### src/asd_pkg.sv
// Types and constants of the audio silence detector.
package asd_pkg;

  // Largest block size that counts toward the loud allowance and the silent total
  localparam int unsigned MaxBlockBytes = 65536;
  localparam logic [16:0] MaxBlockClamp = 17'(MaxBlockBytes);

  // Loudness thresholds and allowance divisor
  localparam logic signed [15:0] LoudWide   = 16'sd327;
  localparam logic signed [7:0]  LoudNarrow = 8'sd2;
  localparam int unsigned        Percent    = 100;

  // Register indexes on the configuration port
  typedef enum logic [1:0] {
    RegSeconds = 2'd0,
    RegWide    = 2'd1,
    RegRate    = 2'd2,
    RegStereo  = 2'd3
  } reg_idx_e;

  // Register reset values
  localparam logic [11:0] SecondsReset = 12'd0;
  localparam logic        WideReset    = 1'b1;
  localparam logic [17:0] RateReset    = 18'd44100;
  localparam logic        StereoReset  = 1'b1;

  // One input word
  typedef struct packed {
    logic signed [15:0] sample;
    logic [16:0]        block_bytes;
    logic               last_in_block;
  } in_item_t;

  // One result word
  typedef struct packed {
    logic silence_detected;
    logic block_was_loud;
  } out_item_t;

  // Settings seen by the datapath
  typedef struct packed {
    logic        enabled;
    logic        wide;
    logic [31:0] limit;
  } core_cfg_t;

endpackage

### src/asd_cfg.sv
// APB register file and silence limit of the audio silence detector.
module asd_cfg (
  input  logic               clk_i,
  input  logic               rst_ni,
  input  logic               psel,
  input  logic               penable,
  input  logic               pwrite,
  input  logic [3:0]         paddr,
  input  logic [31:0]        pwdata,
  output logic [31:0]        prdata,
  output logic               pready,
  output asd_pkg::core_cfg_t cfg_o
);
  import asd_pkg::*;

  logic [11:0] seconds_q;
  logic        wide_q;
  logic [17:0] rate_q;
  logic        stereo_q;
  logic [31:0] limit_q, limit_d;
  logic [29:0] product;
  logic        wr_en;
  reg_idx_e    idx;

  assign pready = 1'b1;
  assign wr_en  = psel & penable & pwrite;
  assign idx    = reg_idx_e'(paddr[3:2]);

  // Write registers
  always_ff @(posedge clk_i or negedge rst_ni) begin
    if (!rst_ni) begin
      seconds_q <= SecondsReset;
      wide_q    <= WideReset;
      rate_q    <= RateReset;
      stereo_q  <= StereoReset;
    end else if (wr_en) begin
      case (idx)
        RegSeconds: seconds_q <= pwdata[11:0];
        RegWide:    wide_q    <= pwdata[0];
        RegRate:    rate_q    <= pwdata[17:0];
        RegStereo:  stereo_q  <= pwdata[0];
        default:    ;
      endcase
    end
  end

  // Read back
  always_comb begin
    case (idx)
      RegSeconds: prdata = {20'd0, seconds_q};
      RegWide:    prdata = {31'd0, wide_q};
      RegRate:    prdata = {14'd0, rate_q};
      RegStereo:  prdata = {31'd0, stereo_q};
      default:    prdata = 32'd0;
    endcase
  end

  // Form limit: seconds * rate, doubled for wide samples and for stereo
  assign product = 30'(seconds_q) * 30'(rate_q);

  always_comb begin
    case ({wide_q, stereo_q})
      2'b00:   limit_d = {2'b00, product};
      2'b11:   limit_d = {product, 2'b00};
      default: limit_d = {1'b0, product, 1'b0};
    endcase
  end

  always_ff @(posedge clk_i or negedge rst_ni) begin
    if (!rst_ni) begin
      limit_q <= 32'd0;
    end else begin
      limit_q <= limit_d;
    end
  end

  assign cfg_o.enabled = (seconds_q != 12'd0);
  assign cfg_o.wide    = wide_q;
  assign cfg_o.limit   = limit_q;

endmodule

### src/asd_core.sv
// Input register, block state and result register of the silence detector.
module asd_core (
  input  logic               clk_i,
  input  logic               rst_ni,
  input  asd_pkg::core_cfg_t cfg_i,
  input  logic               in_valid_i,
  output logic               in_ready_o,
  input  asd_pkg::in_item_t  in_data_i,
  output logic               out_valid_o,
  input  logic               out_ready_i,
  output asd_pkg::out_item_t out_data_o
);
  import asd_pkg::*;

  in_item_t    item_q;
  logic        item_valid_q;
  out_item_t   res_q, res_d;
  logic        res_valid_q;
  logic [15:0] loud_count_q, loud_count_d;
  logic        block_loud_q, block_loud_d;
  logic [31:0] silent_bytes_q, silent_bytes_d;

  logic        advance;
  logic        load_res;
  logic [16:0] bb_c;
  logic [16:0] allow_base;
  logic        is_loud;
  logic        hit;
  logic [15:0] lc_inc;
  logic [22:0] lc_x100;
  logic        exceed;
  logic        bl_mid;
  logic [31:0] sb_mid;
  logic [32:0] sum;
  logic [31:0] sb_sum;
  logic        silent;
  logic signed [7:0] narrow;

  // Move the held word on unless its result is blocked
  assign advance    = item_valid_q & (~item_q.last_in_block | ~res_valid_q | out_ready_i);
  assign load_res   = advance & item_q.last_in_block;
  assign in_ready_o = ~item_valid_q | advance;

  // Input register
  always_ff @(posedge clk_i or negedge rst_ni) begin
    if (!rst_ni) begin
      item_valid_q <= 1'b0;
    end else if (in_ready_o) begin
      item_valid_q <= in_valid_i;
    end
  end

  always_ff @(posedge clk_i) begin
    if (in_ready_o && in_valid_i) begin
      item_q <= in_data_i;
    end
  end

  // Clamp block size and pick the allowance base
  assign bb_c       = (item_q.block_bytes > MaxBlockClamp) ? MaxBlockClamp : item_q.block_bytes;
  assign allow_base = cfg_i.wide ? {1'b0, bb_c[16:1]} : bb_c;

  // Judge the sample
  assign narrow  = item_q.sample[7:0];
  assign is_loud = cfg_i.wide ?
                   (item_q.sample >= LoudWide || item_q.sample <= -LoudWide) :
                   (narrow >= LoudNarrow || narrow <= -LoudNarrow);
  assign hit     = cfg_i.enabled & ~block_loud_q & is_loud;

  // Count loud samples; count > floor(base/100) holds exactly when 100*count > base
  assign lc_inc  = (hit && loud_count_q != 16'hFFFF) ? loud_count_q + 16'd1 : loud_count_q;
  assign lc_x100 = 23'(lc_inc) * 23'(Percent);
  assign exceed  = hit & (lc_x100 > {6'd0, allow_base});
  assign bl_mid  = block_loud_q | exceed;
  assign sb_mid  = exceed ? 32'd0 : silent_bytes_q;

  // Add a quiet block to the total, saturating
  assign sum    = {1'b0, sb_mid} + {16'd0, bb_c};
  assign sb_sum = (cfg_i.enabled && !bl_mid) ? (sum[32] ? 32'hFFFF_FFFF : sum[31:0]) : sb_mid;
  assign silent = cfg_i.enabled & (sb_sum >= cfg_i.limit);

  // Next block state
  always_comb begin
    loud_count_d   = loud_count_q;
    block_loud_d   = block_loud_q;
    silent_bytes_d = silent_bytes_q;
    res_d.silence_detected = silent;
    res_d.block_was_loud   = cfg_i.enabled & bl_mid;
    if (advance) begin
      if (item_q.last_in_block) begin
        loud_count_d   = 16'd0;
        block_loud_d   = 1'b0;
        silent_bytes_d = silent ? 32'd0 : sb_sum;
      end else begin
        loud_count_d   = lc_inc;
        block_loud_d   = bl_mid;
        silent_bytes_d = sb_mid;
      end
    end
  end

  always_ff @(posedge clk_i or negedge rst_ni) begin
    if (!rst_ni) begin
      loud_count_q   <= 16'd0;
      block_loud_q   <= 1'b0;
      silent_bytes_q <= 32'd0;
    end else begin
      loud_count_q   <= loud_count_d;
      block_loud_q   <= block_loud_d;
      silent_bytes_q <= silent_bytes_d;
    end
  end

  // Result register
  always_ff @(posedge clk_i or negedge rst_ni) begin
    if (!rst_ni) begin
      res_valid_q <= 1'b0;
    end else if (load_res) begin
      res_valid_q <= 1'b1;
    end else if (out_ready_i) begin
      res_valid_q <= 1'b0;
    end
  end

  always_ff @(posedge clk_i) begin
    if (load_res) begin
      res_q <= res_d;
    end
  end

  assign out_valid_o = res_valid_q;
  assign out_data_o  = res_q;

endmodule

### src/audio_silence_detector.sv
// Audio silence detector top level.
// Takes one sample word per clock cycle unless a block end waits behind a
// stalled result. A sample goes into an input register and is judged and folded
// into the block state as it leaves that register; the word that ends a block
// leaves its result in the output register, so a result passes the input
// register and then the output register; words without the end-of-block mark
// give no result. The output register holds a waiting result while further
// samples keep flowing; only a block end behind a stalled result waits.
// The silence limit (seconds * rate, times two for 16-bit samples and for stereo)
// is formed by one multiplier into a register, valid the cycle after a register write.
module audio_silence_detector (
  input  logic               clk_i,
  input  logic               rst_ni,
  input  logic               psel,
  input  logic               penable,
  input  logic               pwrite,
  input  logic [3:0]         paddr,
  input  logic [31:0]        pwdata,
  output logic [31:0]        prdata,
  output logic               pready,
  input  logic               in_valid_i,
  output logic               in_ready_o,
  input  asd_pkg::in_item_t  in_data_i,
  output logic               out_valid_o,
  input  logic               out_ready_i,
  output asd_pkg::out_item_t out_data_o
);
  import asd_pkg::*;

  core_cfg_t cfg;

  // Configuration registers and limit
  asd_cfg u_asd_cfg (
    .clk_i   (clk_i),
    .rst_ni  (rst_ni),
    .psel    (psel),
    .penable (penable),
    .pwrite  (pwrite),
    .paddr   (paddr),
    .pwdata  (pwdata),
    .prdata  (prdata),
    .pready  (pready),
    .cfg_o   (cfg)
  );

  // Sample datapath
  asd_core u_asd_core (
    .clk_i       (clk_i),
    .rst_ni      (rst_ni),
    .cfg_i       (cfg),
    .in_valid_i  (in_valid_i),
    .in_ready_o  (in_ready_o),
    .in_data_i   (in_data_i),
    .out_valid_o (out_valid_o),
    .out_ready_i (out_ready_i),
    .out_data_o  (out_data_o)
  );

endmodule

### config.mk
export PLATFORM = sky130hd
export DESIGN_NAME = audio_silence_detector
export DESIGN_NICKNAME = d
export VERILOG_FILES = /design/src/asd_pkg.sv /design/src/asd_cfg.sv /design/src/asd_core.sv /design/src/audio_silence_detector.sv
export SDC_FILE = /design/constraint.sdc
export NUM_CORES = 1
export LEC_CHECK = 0
export ABC_AREA = 1
export BUFFER_PORTS_ARGS = -buffer_cell sky130_fd_sc_hd__clkbuf_2
export CAP_MARGIN = 40
export CORE_MARGIN = 2
export CORE_UTILIZATION = 28
export DETAILED_ROUTE_END_ITERATION = 16
export GPL_ROUTABILITY_DRIVEN = 0
export GPL_TIMING_DRIVEN = 1
export PLACE_DENSITY = 0.46
export REMOVE_ABC_BUFFERS = 1
export SLEW_MARGIN = 10
export SYNTH_ARGS = -nofsm -noshare
export SYNTH_HDL_FRONTEND = slang
export SYNTH_SLANG_ARGS = --single-unit
### constraint.sdc
create_clock -name clk_i -period 9.8 [get_ports clk_i]
set_input_delay 1.96 -clock clk_i [delete_from_list [all_inputs] [get_ports clk_i]]
set_output_delay 1.96 -clock clk_i [all_outputs]
set_load 0.02 [all_outputs]
==> results of run 1 <==
==> worst register-to-register path, delay by kind of cell (launching register included) <==
family | cells | cell delay (ns)
xor gates and xnor gates | 2 | 0.29
and+or+nand+nor | 35 | 3.06
DFF | 1 | 0.39
adders and majority gates | 8 | 2.46
AOI/OAI and AO/OA | 13 | 1.90
buffers and inverters | 9 | 0.99
==> through the flow <==
| step | utilization (%) | hold slack (ns) | TNS, ns | instances | worst slack, ns |
|---|---|---|---|---|---|
| after CTS | 34.1 | 0.484 | 0 | 3519 | 0.00179 |
| final | 35.5 | 0.480 | 0 | 3539 | 0.565 |
| after detailed placement | 32.6 | 0.465 | -16.38 | 3465 | -0.550 |
| after floorplan | - | 0.449 | -0.495 | 2327 | -0.0679 |
| after global routing | 35.5 | 0.509 | -1.44 | 3539 | -0.105 |
| after global placement | 32.5 | 0.462 | -12.60 | 3462 | -0.423 |
==> area by class of cell <==
type / instances / area share (%)
Timing Repair Buffer: 325 / 10.4
Clock inverter: 10 / 0.627
Sequential cell: 151 / 17.3
Inverter: 496 / 8.17
Tap cell: 855 / 4.66
Multi-Input combinational cell: 1680 / 56.9
Clock buffer: 22 / 1.98
==> sequential cells by signal, indices dropped and copies added (netlist names) <==
name                       count
u_asd_core.block_loud_q        1
u_asd_cfg.rate_q              18
u_asd_cfg.stereo_q             1
u_asd_core.out_data_o          2
u_asd_core.item_q             34
u_asd_core.loud_count_q       16
u_asd_cfg.limit_q             32
u_asd_core.silent_bytes_q     32
u_asd_cfg.wide_q               1
u_asd_core.out_valid_o         1
u_asd_cfg.seconds_q           12
u_asd_core.item_valid_q        1
==> cells in the mapped netlist, types with 3 or more instances <==
cell	instances	share of area, %
sky130_fd_sc_hd__buf_4	15	0.61
sky130_fd_sc_hd__nand2_4	4	0.25
sky130_fd_sc_hd__a22o_1	3	0.14
sky130_fd_sc_hd__dfstp_2	8	1.1
sky130_fd_sc_hd__a211oi_1	9	0.37
sky130_fd_sc_hd__xnor2_1	15	0.72
sky130_fd_sc_hd__buf_6	4	0.25
sky130_fd_sc_hd__nand2_2	10	0.34
sky130_fd_sc_hd__nor3_1	14	0.38
sky130_fd_sc_hd__a31oi_1	5	0.17
sky130_fd_sc_hd__or2_2	4	0.14
sky130_fd_sc_hd__o211ai_1	15	0.61
sky130_fd_sc_hd__xor2_1	44	2.1
sky130_fd_sc_hd__clkbuf_1	65	1.3
sky130_fd_sc_hd__nand2_1	677	14
sky130_fd_sc_hd__o21a_1	13	0.53
sky130_fd_sc_hd__inv_2	9	0.18
sky130_fd_sc_hd__o21bai_1	3	0.12
sky130_fd_sc_hd__o221ai_1	11	0.53
sky130_fd_sc_hd__dfrtp_1	107	15
sky130_fd_sc_hd__a21oi_1	77	2.1
sky130_fd_sc_hd__o21ai_0	89	2.4
sky130_fd_sc_hd__nand3_2	12	0.65
sky130_fd_sc_hd__o22ai_1	12	0.41
sky130_fd_sc_hd__nand3_1	98	2.7
sky130_fd_sc_hd__inv_1	485	9.9
sky130_fd_sc_hd__nand3b_1	6	0.25
sky130_fd_sc_hd__nand3b_2	4	0.25
sky130_fd_sc_hd__nand4_1	21	0.72
sky130_fd_sc_hd__nor4_1	4	0.14
sky130_fd_sc_hd__ha_1	187	13
sky130_fd_sc_hd__fa_1	172	19
sky130_fd_sc_hd__buf_2	7	0.19
sky130_fd_sc_hd__edfxtp_1	36	5.9
sky130_fd_sc_hd__buf_1	3	0.061
sky130_fd_sc_hd__a21boi_1	5	0.20
sky130_fd_sc_hd__and3_1	4	0.14
sky130_fd_sc_hd__nor2_2	6	0.20
sky130_fd_sc_hd__nor2_1	114	2.3
==> final timing paths <==
path | startpoint | endpoint | slack (ns) | cells past startpoint
setup / recovery | u_asd_core.item_q[19]$_DFFE_PP_ | u_asd_core.silent_bytes_q[24]$_DFFE_PN0P_ | 0.57 | 67
hold reg to reg | u_asd_core.silent_bytes_q[7]$_DFFE_PN0P_ | u_asd_core.silent_bytes_q[7]$_DFFE_PN0P_ | 0.48 | 2
max in group asynchronous | rst_ni | u_asd_cfg.limit_q[31]$_DFF_PN0_ | 7.21 | 3
hold / removal | u_asd_core.silent_bytes_q[7]$_DFFE_PN0P_ | u_asd_core.silent_bytes_q[7]$_DFFE_PN0P_ | 0.48 | 2
min in group asynchronous | rst_ni | u_asd_cfg.rate_q[4]$_DFFE_PN0P_ | 1.40 | 1
setup reg to reg | u_asd_core.item_q[19]$_DFFE_PP_ | u_asd_core.silent_bytes_q[24]$_DFFE_PN0P_ | 0.57 | 67
==> kinds of logic (layout without fill, tap and decap cells) <==
family	Yosys count	count (layout)	synth area share [%]
adder cells (fa/ha/maj)	359	359	31.5
flip-flops	151	151	21.6
AO/OA/AOI/OAI	259	259	8.40
XOR/XNOR	59	59	2.82
AND/OR/NAND/NOR	988	988	23.0
buffers and inverters	590	853	12.6
other	2	15	0.0409
==> layer usage <==
metal  track usage [%]  routed length (um)  up-vias
met3              2.75                1700       44
met5                 0                   0        -
met2              26.4               24700      256
met1              20.9               24700     7674
li1                  -                   -     7976
met4              3.83                 728        0
==> cell usage in the layout, fill, tap and decap left out, types with 81 or more instances in the layout <==
cell,synthesis,routed
sky130_fd_sc_hd__inv_1,485,461
sky130_fd_sc_hd__ha_1,187,155
sky130_fd_sc_hd__dfrtp_1,107,107
sky130_fd_sc_hd__nand3_1,98,86
sky130_fd_sc_hd__nor2_1,114,95
sky130_fd_sc_hd__clkbuf_2,0,81
sky130_fd_sc_hd__fa_1,172,171
sky130_fd_sc_hd__buf_4,15,231
sky130_fd_sc_hd__o21ai_0,89,82
sky130_fd_sc_hd__nand2_1,677,645
==> power groups by stage <==
stage / registers (mW) / clock network, mW / logic [mW]
after floorplan: 0.955 / 0 / 4.05
after global placement: 0.969 / 0 / 5.41
after detailed placement: 0.969 / 0 / 5.48
after CTS: 0.958 / 0.732 / 5.56
after global routing: 0.979 / 0.757 / 6.49
final: 0.962 / 0.708 / 5.62
==> repair_timing <==
item | in CTS | in global routing
setup endpoints to repair | 33 | 33
resized for setup | 40 | 169
pin swaps | 27 | 97
cloned | 1 | 1
setup buffers | 21 | 21
==> results.md, run 1 <==
Detailed routing:
- For this block, the initial DRC count from the detailed router was 701.
- The pre-antenna-repair detailed-routing pass consisted of 5 iterations.
- Summed over all layers, the routed wires come to 51800 um.
- The detail route stage leaves a number of antenna-violating nets equal to 0.
- In the final routed layout, each cell accounts on average for 14.6 um.
- Dividing the detail-routed via count by the number of cells gives 4.51.
- The detailed-route via count is 16000.
- The number of design rule violations left after detail routing is 0.

Layout:
- The number of filler cells placed in the layout is 6756.
- The final net count is 3107.
- After routing the design area is 22900 um^2.
- The area added between synthesis and finish is 25.1%.
- In the final layout, flip-flops and latches occupy 3970 um^2.
- The fraction of layout instances using a drive strength above 1 is 21.7%.
- The multi-input combinational cells in the finished layout cover a total of 13100 um^2.
- The number of antenna diodes in the final layout is 0.

STA:
- In this run the tightest slew margin relative to its limit is 44.7%.
- The final number of hold-violating endpoints was 0.
- At the pin with the least slew margin, the transition time is 0.827 ns.
- The final number of max-transition violations is 0.
- The period utilization is 94.2%.
- The top achievable clock speed is 108 MHz.
- Setup violations remaining at the end of the flow were counted as 0.
- The shortest period the worst path allows is 9.23 ns.
- The largest clock skew in the final design is 0.0164 ns.

Run status:
- The flow ran to the end, and the final reports show no timing, DRC or antenna violations.

Clock network:
- The post-CTS clock slew at the launch and capture registers of the worst setup and hold paths is 0.07 ns.
- The root buffer cell chosen for the clock tree is sky130_fd_sc_hd__clkbuf_16.
- For the worst-skew pair, the clock arrives at the later sink with an insertion delay of 0.48 ns.
- The number of levels in the clock H-tree is 4.
- The total clock buffers created by CTS is 17.
- TritonCTS built the clock tree.
- Clock tree synthesis found a total of 151 sinks.
- Counting along the longest clock path gives a buffer depth of 2.
- The post-cts hold buffer count is 0.

Pwr:
- The net switching share of the total power is 51.8%.
- The power per standard cell area is 318 nW/um^2.
- The internal power is 3.51 mW.
- The portion of total power attributed to combinational logic is 77.1%.
- The worst-case IR drop observed on VDD is 0.356 mV.
- The final total power is 7.29 mW.
- For this design the total switching power over the nets is 3.77 mW.
- In this run, flip-flops and latches consume 13.2% of the power.
- The share of total power dissipated in the clock network is 9.7%.
- The static power due to leakage is 12.4 nW.

Global route:
- The number of antenna violations at the first check in global routing is 0.
- Global routing finished with a remaining overflow of 0.
- The global-route wire length before repair is 84100 um.
- The number of global-route vias before repair is 16400.
- The overall track demand over capacity in global routing is 15.7%.
- The pin count of the biggest net entering global routing is 48.

Run:
- Max-cap violations in this run came to 0.

Synthesis:
- The most common flop cell mapped by yosys is sky130_fd_sc_hd__dfrtp_1.
- After technology mapping, the gate count stands at 2408.
- The yosys synthesis warning count is 0.
- The sequential area share after synthesis is 21.6%.
- The number of enable flip-flop cells after synthesis is 36.
- In this run, synthesis produced a sequential element count of 151.
- After synthesis the cells add up to 18300 um^2.
- The average footprint of a synthesized cell is 7.62 um^2.
- The netlist uses 61 different library cells.
- The fraction of registers with async set/reset is 76.2%.

Placed design:
- The HPWL after detailed placement is 39400 um.
- The placed standard-cell area is 21000 um^2.
- During placement, the flow inserted port buffers numbering 82.

Worst hold path:
- The min-delay analysis places its worst path in the category register to register.

Floorplan:
- The die outline height is 260 um.
- The floorplan die area is 67600 um^2.
- The floorplan has 93 rows.
- Measured along the x axis, the die boundary spans 260 um.
- The initial cell density of the core is 28.4%.
- 114 I/O pins were placed.
- In this run the standard cell core region covers 64600 um^2.

Critical path:
- The critical path capture point type is a register.
- The arrival time at the worst endpoint is 9.59 ns.
- In this run the worst path has a maximum fanout of 13.
- The critical path is of the register to register type.
- The worst setup path is launched from a register.
- Counting stages on the worst path, the most repeated cell is sky130_fd_sc_hd__nand2_1.
- For the worst setup path, the data required time is 10.15 ns.
- The maximum cell stage delay along the critical path is 0.59 ns.
- The largest delay contributor family on the critical path is simple AND/OR/NAND/NOR gates.
- The critical path's slowest cell is sky130_fd_sc_hd__fa_1.
- The combined buffer and inverter count along the critical path is 9.
Note: power is estimated with default switching activity, not from simulation.
==> run 2: changes to the inputs <==
--- a/config.mk
+++ b/config.mk
@@ -9,11 +9,11 @@
 export BUFFER_PORTS_ARGS = -buffer_cell sky130_fd_sc_hd__clkbuf_2
 export CAP_MARGIN = 40
 export CORE_MARGIN = 2
-export CORE_UTILIZATION = 28
+export CORE_UTILIZATION = 57
 export DETAILED_ROUTE_END_ITERATION = 16
 export GPL_ROUTABILITY_DRIVEN = 0
 export GPL_TIMING_DRIVEN = 1
-export PLACE_DENSITY = 0.46
+export PLACE_DENSITY = 0.81
 export REMOVE_ABC_BUFFERS = 1
 export SLEW_MARGIN = 10
 export SYNTH_ARGS = -nofsm -noshare
==> run 2 against run 1 <==
Final area decreased by 3.7%. Die area decreased by 50%. Clock-buffer cell count decreased by 5. The flow now finishes with violations (setup timing). Hold slack improved by 0.010 ns. Worst setup slack got worse by 2.0 ns. Core utilization increased by 34 points. Cell count decreased by 14%. Critical endpoint is now u_asd_core.silent_bytes_q[7]$_DFFE_PN0P_. Routed wire length increased by 14%.
==> results.md, run 2 (synthesis results as in run 1) <==
Run status:
- The run finished, with violations left.
- The final reports fail on setup timing.

Detailed routing:
- The number of design rule violations left after detail routing is 0.
- After detailed routing, the total wire length is 59000 um.
- For this block, the via count after detailed routing is 18300.
- Before antenna repair, the detailed router went through 13 iterations.
- The first routing iteration left 2175 violations.
- The detail route stage leaves a number of antenna-violating nets equal to 0.
- Using the TritonRoute via totals, the vias-per-cell ratio works out to 6.03.
- The average wire length per cell after detail routing is 19.4 um.

STA:
- The final number of hold-violating endpoints came to 0.
- The clock arrives with 0.0139 ns of skew.
- The final number of max-transition violations is 0.
- Setup repair after global routing could not meet its margin everywhere.
- The final critical path takes up 114% of the cycle.
- The final worst hold slack is 0.490 ns.
- Summed over all failing endpoints, the final setup total negative slack is -40.18 ns.
- For the pin with the worst max-slew slack, the measured transition is 0.841 ns.
- The shortest period the worst path allows is 11.21 ns.
- The slack of the critical path is -1.41 ns.
- The number of endpoints failing setup at the final stage is 33.
- The top achievable clock speed is 89.2 MHz.
- The remaining max-slew budget at the tightest pin is 43.9%.

Clock network:
- The number of sinks on the clock net is 151.
- Buffers inserted during clock tree synthesis total 17.
- The number of levels in the clock H-tree is 4.
- For the worst-skew pair, the clock arrives at the later sink with an insertion delay of 0.46 ns.
- The maximum count of clock buffers along a single path is 2.
- Clock-pin slew was measured on the worst setup and hold paths at 0.07 ns.
- Hold repair after CTS inserted 0 buffers.
- The CTS tree is yes.
- The cell sitting at the root of the clock tree is a sky130_fd_sc_hd__clkbuf_16.

Pwr:
- The power per standard cell area is 334 nW/um^2.
- Overall power consumption after layout is estimated at 7.39 mW.
- Summed over all cells, the static leakage comes to 12.2 nW.
- The worst supply voltage drop on vdd is 0.346 mV.

Floorplan:
- The die outline height is 183 um.
- After floorplanning, the core was divided into 65 placement rows.
- The floorplan die area is 33600 um^2.
- The number of top-level design ports is 114.
- The core box area is 31600 um^2.
- The die is 183 um wide.
- For this configuration, the core starts out at a cell density of 58.0%.

Layout:
- The number of non-filler instances in the completed layout is 3043.
- The final net count is 3064.
- The largest registers in the layout are u_asd_core.item_q (34), u_asd_cfg.limit_q (32), u_asd_core.silent_bytes_q (32).
- Leaving out fill and tap cells, the most frequent cells in the layout are 636 x sky130_fd_sc_hd__nand2_1, 467 x sky130_fd_sc_hd__inv_1, 190 x sky130_fd_sc_hd__buf_4.
- The most frequent standard cell in the layout excluding fill and tap cells is sky130_fd_sc_hd__nand2_1.
- The final design utilization is 69.9%.
- The repair_antennas step left the layout with diodes totalling 0.
- The finished cells cover 22100 um^2.
- The multi-input combinational cell area is 13200 um^2.
- The number of filler cells placed in the layout is 2118.
- The area added between synthesis and finish is 20.5%.
- The register with the most flip-flops in the layout has 34 of them.
- The total area of sequential cells is 3970 um^2.
- The register with the most flip-flops is u_asd_core.item_q.
- The fraction of layout instances using a drive strength above 1 is 21.1%.

Critical path:
- In this run the critical register-to-register path is launched from u_asd_core.loud_count_q[0]$_DFFE_PN0P_.
- The critical path ends at u_asd_core.silent_bytes_q[7]$_DFFE_PN0P_.
- On the worst path, the slowest cell contributes a delay of 0.57 ns.
- The length in cells of the worst reg-to-reg path is 63.
- The dominant cell type by count on the critical path is sky130_fd_sc_hd__nand2_1.
- The critical path capture point type is a register.
- The critical path startpoint category is a register.
- The worst endpoint required time is 10.10 ns.
- The worst register-to-register path has a setup slack of -1.41 ns.
- The launching instance or port of the critical path is u_asd_core.loud_count_q[0]$_DFFE_PN0P_.
- The largest fanout of any net on the critical path is 7.
- The endpoint of the most critical register-to-register path is u_asd_core.silent_bytes_q[7]$_DFFE_PN0P_.
- STA puts the critical path data arrival time at 11.51 ns.
- The largest individual stage delay along the critical path comes from the cell sky130_fd_sc_hd__fa_1.
- The worst setup path is of the register to register kind.

Global route:
- The number of antenna violations at the first check in global routing is 0.
- The first global-routing pass estimated 76800 um of wire.
- After global routing the overflow that remains totals 0.
- The number of global-route vias before repair is 16900.
- The pin count of the biggest net entering global routing is 67.
- The overall track demand over capacity in global routing is 28.2%.

Placed design:
- The placement-stage worst setup slack is -0.471 ns.
- The placed standard-cell area is 20000 um^2.
- During placement, the flow inserted port buffers numbering 82.
- Summed over all nets, the half-perimeter wirelength after detailed placement is 34500 um.
- The placed instance count is 2956.

Run:
- The tool flagged a number of max-cap violations equal to 0.

Worst hold path:
- The type of the most critical hold path is register to register.
==> run 2: changes by cell type in the layout (fill, tap and decap cells not counted), sizes merged <==
cell / delta
buf: -44
bufinv: -3
clkbuf: -5
clkinv: +7
inv: +1
nand2: +1
==> run 2: worst max-delay path: cells and delay by family (launching register included) <==
kind                       cells  cell delay (ns)
xor gates and xnor gates       3             0.67
adders and majority gates      8             2.36
buffers and inverters          9             1.12
AOI/OAI and AO/OA              9             2.03
and+or+nand+nor               34             4.35
DFF                            1             0.41
==> run 2: worst min path at each step <==
stage	from	to	slack, ns	cells past startpoint
3_3_place_gp	u_asd_core.silent_bytes_q[9]$_DFFE_PN0P_	u_asd_core.silent_bytes_q[9]$_DFFE_PN0P_	0.46	2
5_1_grt	u_asd_core.silent_bytes_q[12]$_DFFE_PN0P_	u_asd_core.silent_bytes_q[12]$_DFFE_PN0P_	0.51	2
3_5_place_dp	u_asd_core.silent_bytes_q[13]$_DFFE_PN0P_	u_asd_core.silent_bytes_q[13]$_DFFE_PN0P_	0.47	2
4_1_cts	u_asd_core.silent_bytes_q[6]$_DFFE_PN0P_	u_asd_core.silent_bytes_q[6]$_DFFE_PN0P_	0.48	2
6_report	u_asd_core.silent_bytes_q[31]$_DFFE_PN0P_	u_asd_core.silent_bytes_q[31]$_DFFE_PN0P_	0.49	2
2_1_floorplan	u_asd_core.silent_bytes_q[31]$_DFFE_PN0P_	u_asd_core.silent_bytes_q[31]$_DFFE_PN0P_	0.45	2
==> run 2: where the power goes <==
group,internal (mW),switching (mW),leakage (nW)
clock,0.334,0.313,0.277
combinational,2.27,3.51,10.1
sequential,0.825,0.148,1.82
total,3.43,3.97,12.2
==> run 2: final cells by class <==
| cell class | instances | share of cell area, % |
|---|---|---|
| clock buffer | 17 | 1.92 |
| clock inverter | 15 | 0.640 |
| sequential | 151 | 18.0 |
| inverter | 496 | 8.50 |
| multi-input combinational | 1681 | 59.7 |
| timing repair buffer | 281 | 9.03 |
| tap | 402 | 2.28 |
==> run 2: per-layer routing <==
layer | routed length [um] | global-route usage (%) | vias to the layer above
met3 | 6580 | 4.46 | 542
li1 | - | - | 7877
met2 | 27400 | 50.3 | 1385
met5 | 0 | 0 | -
met4 | 5260 | 12.2 | 0
met1 | 19700 | 33.8 | 8531
==> run 2: repair_timing <==
action / 4_1_cts / 5_1_grt
gates resized for setup: 22 / 206
setup buffers: 10 / 43
endpoints found under the setup margin: 33 / 33
endpoints found under the hold margin: 0 / 0
cloned: 1 / 2
pin swaps: 10 / 126
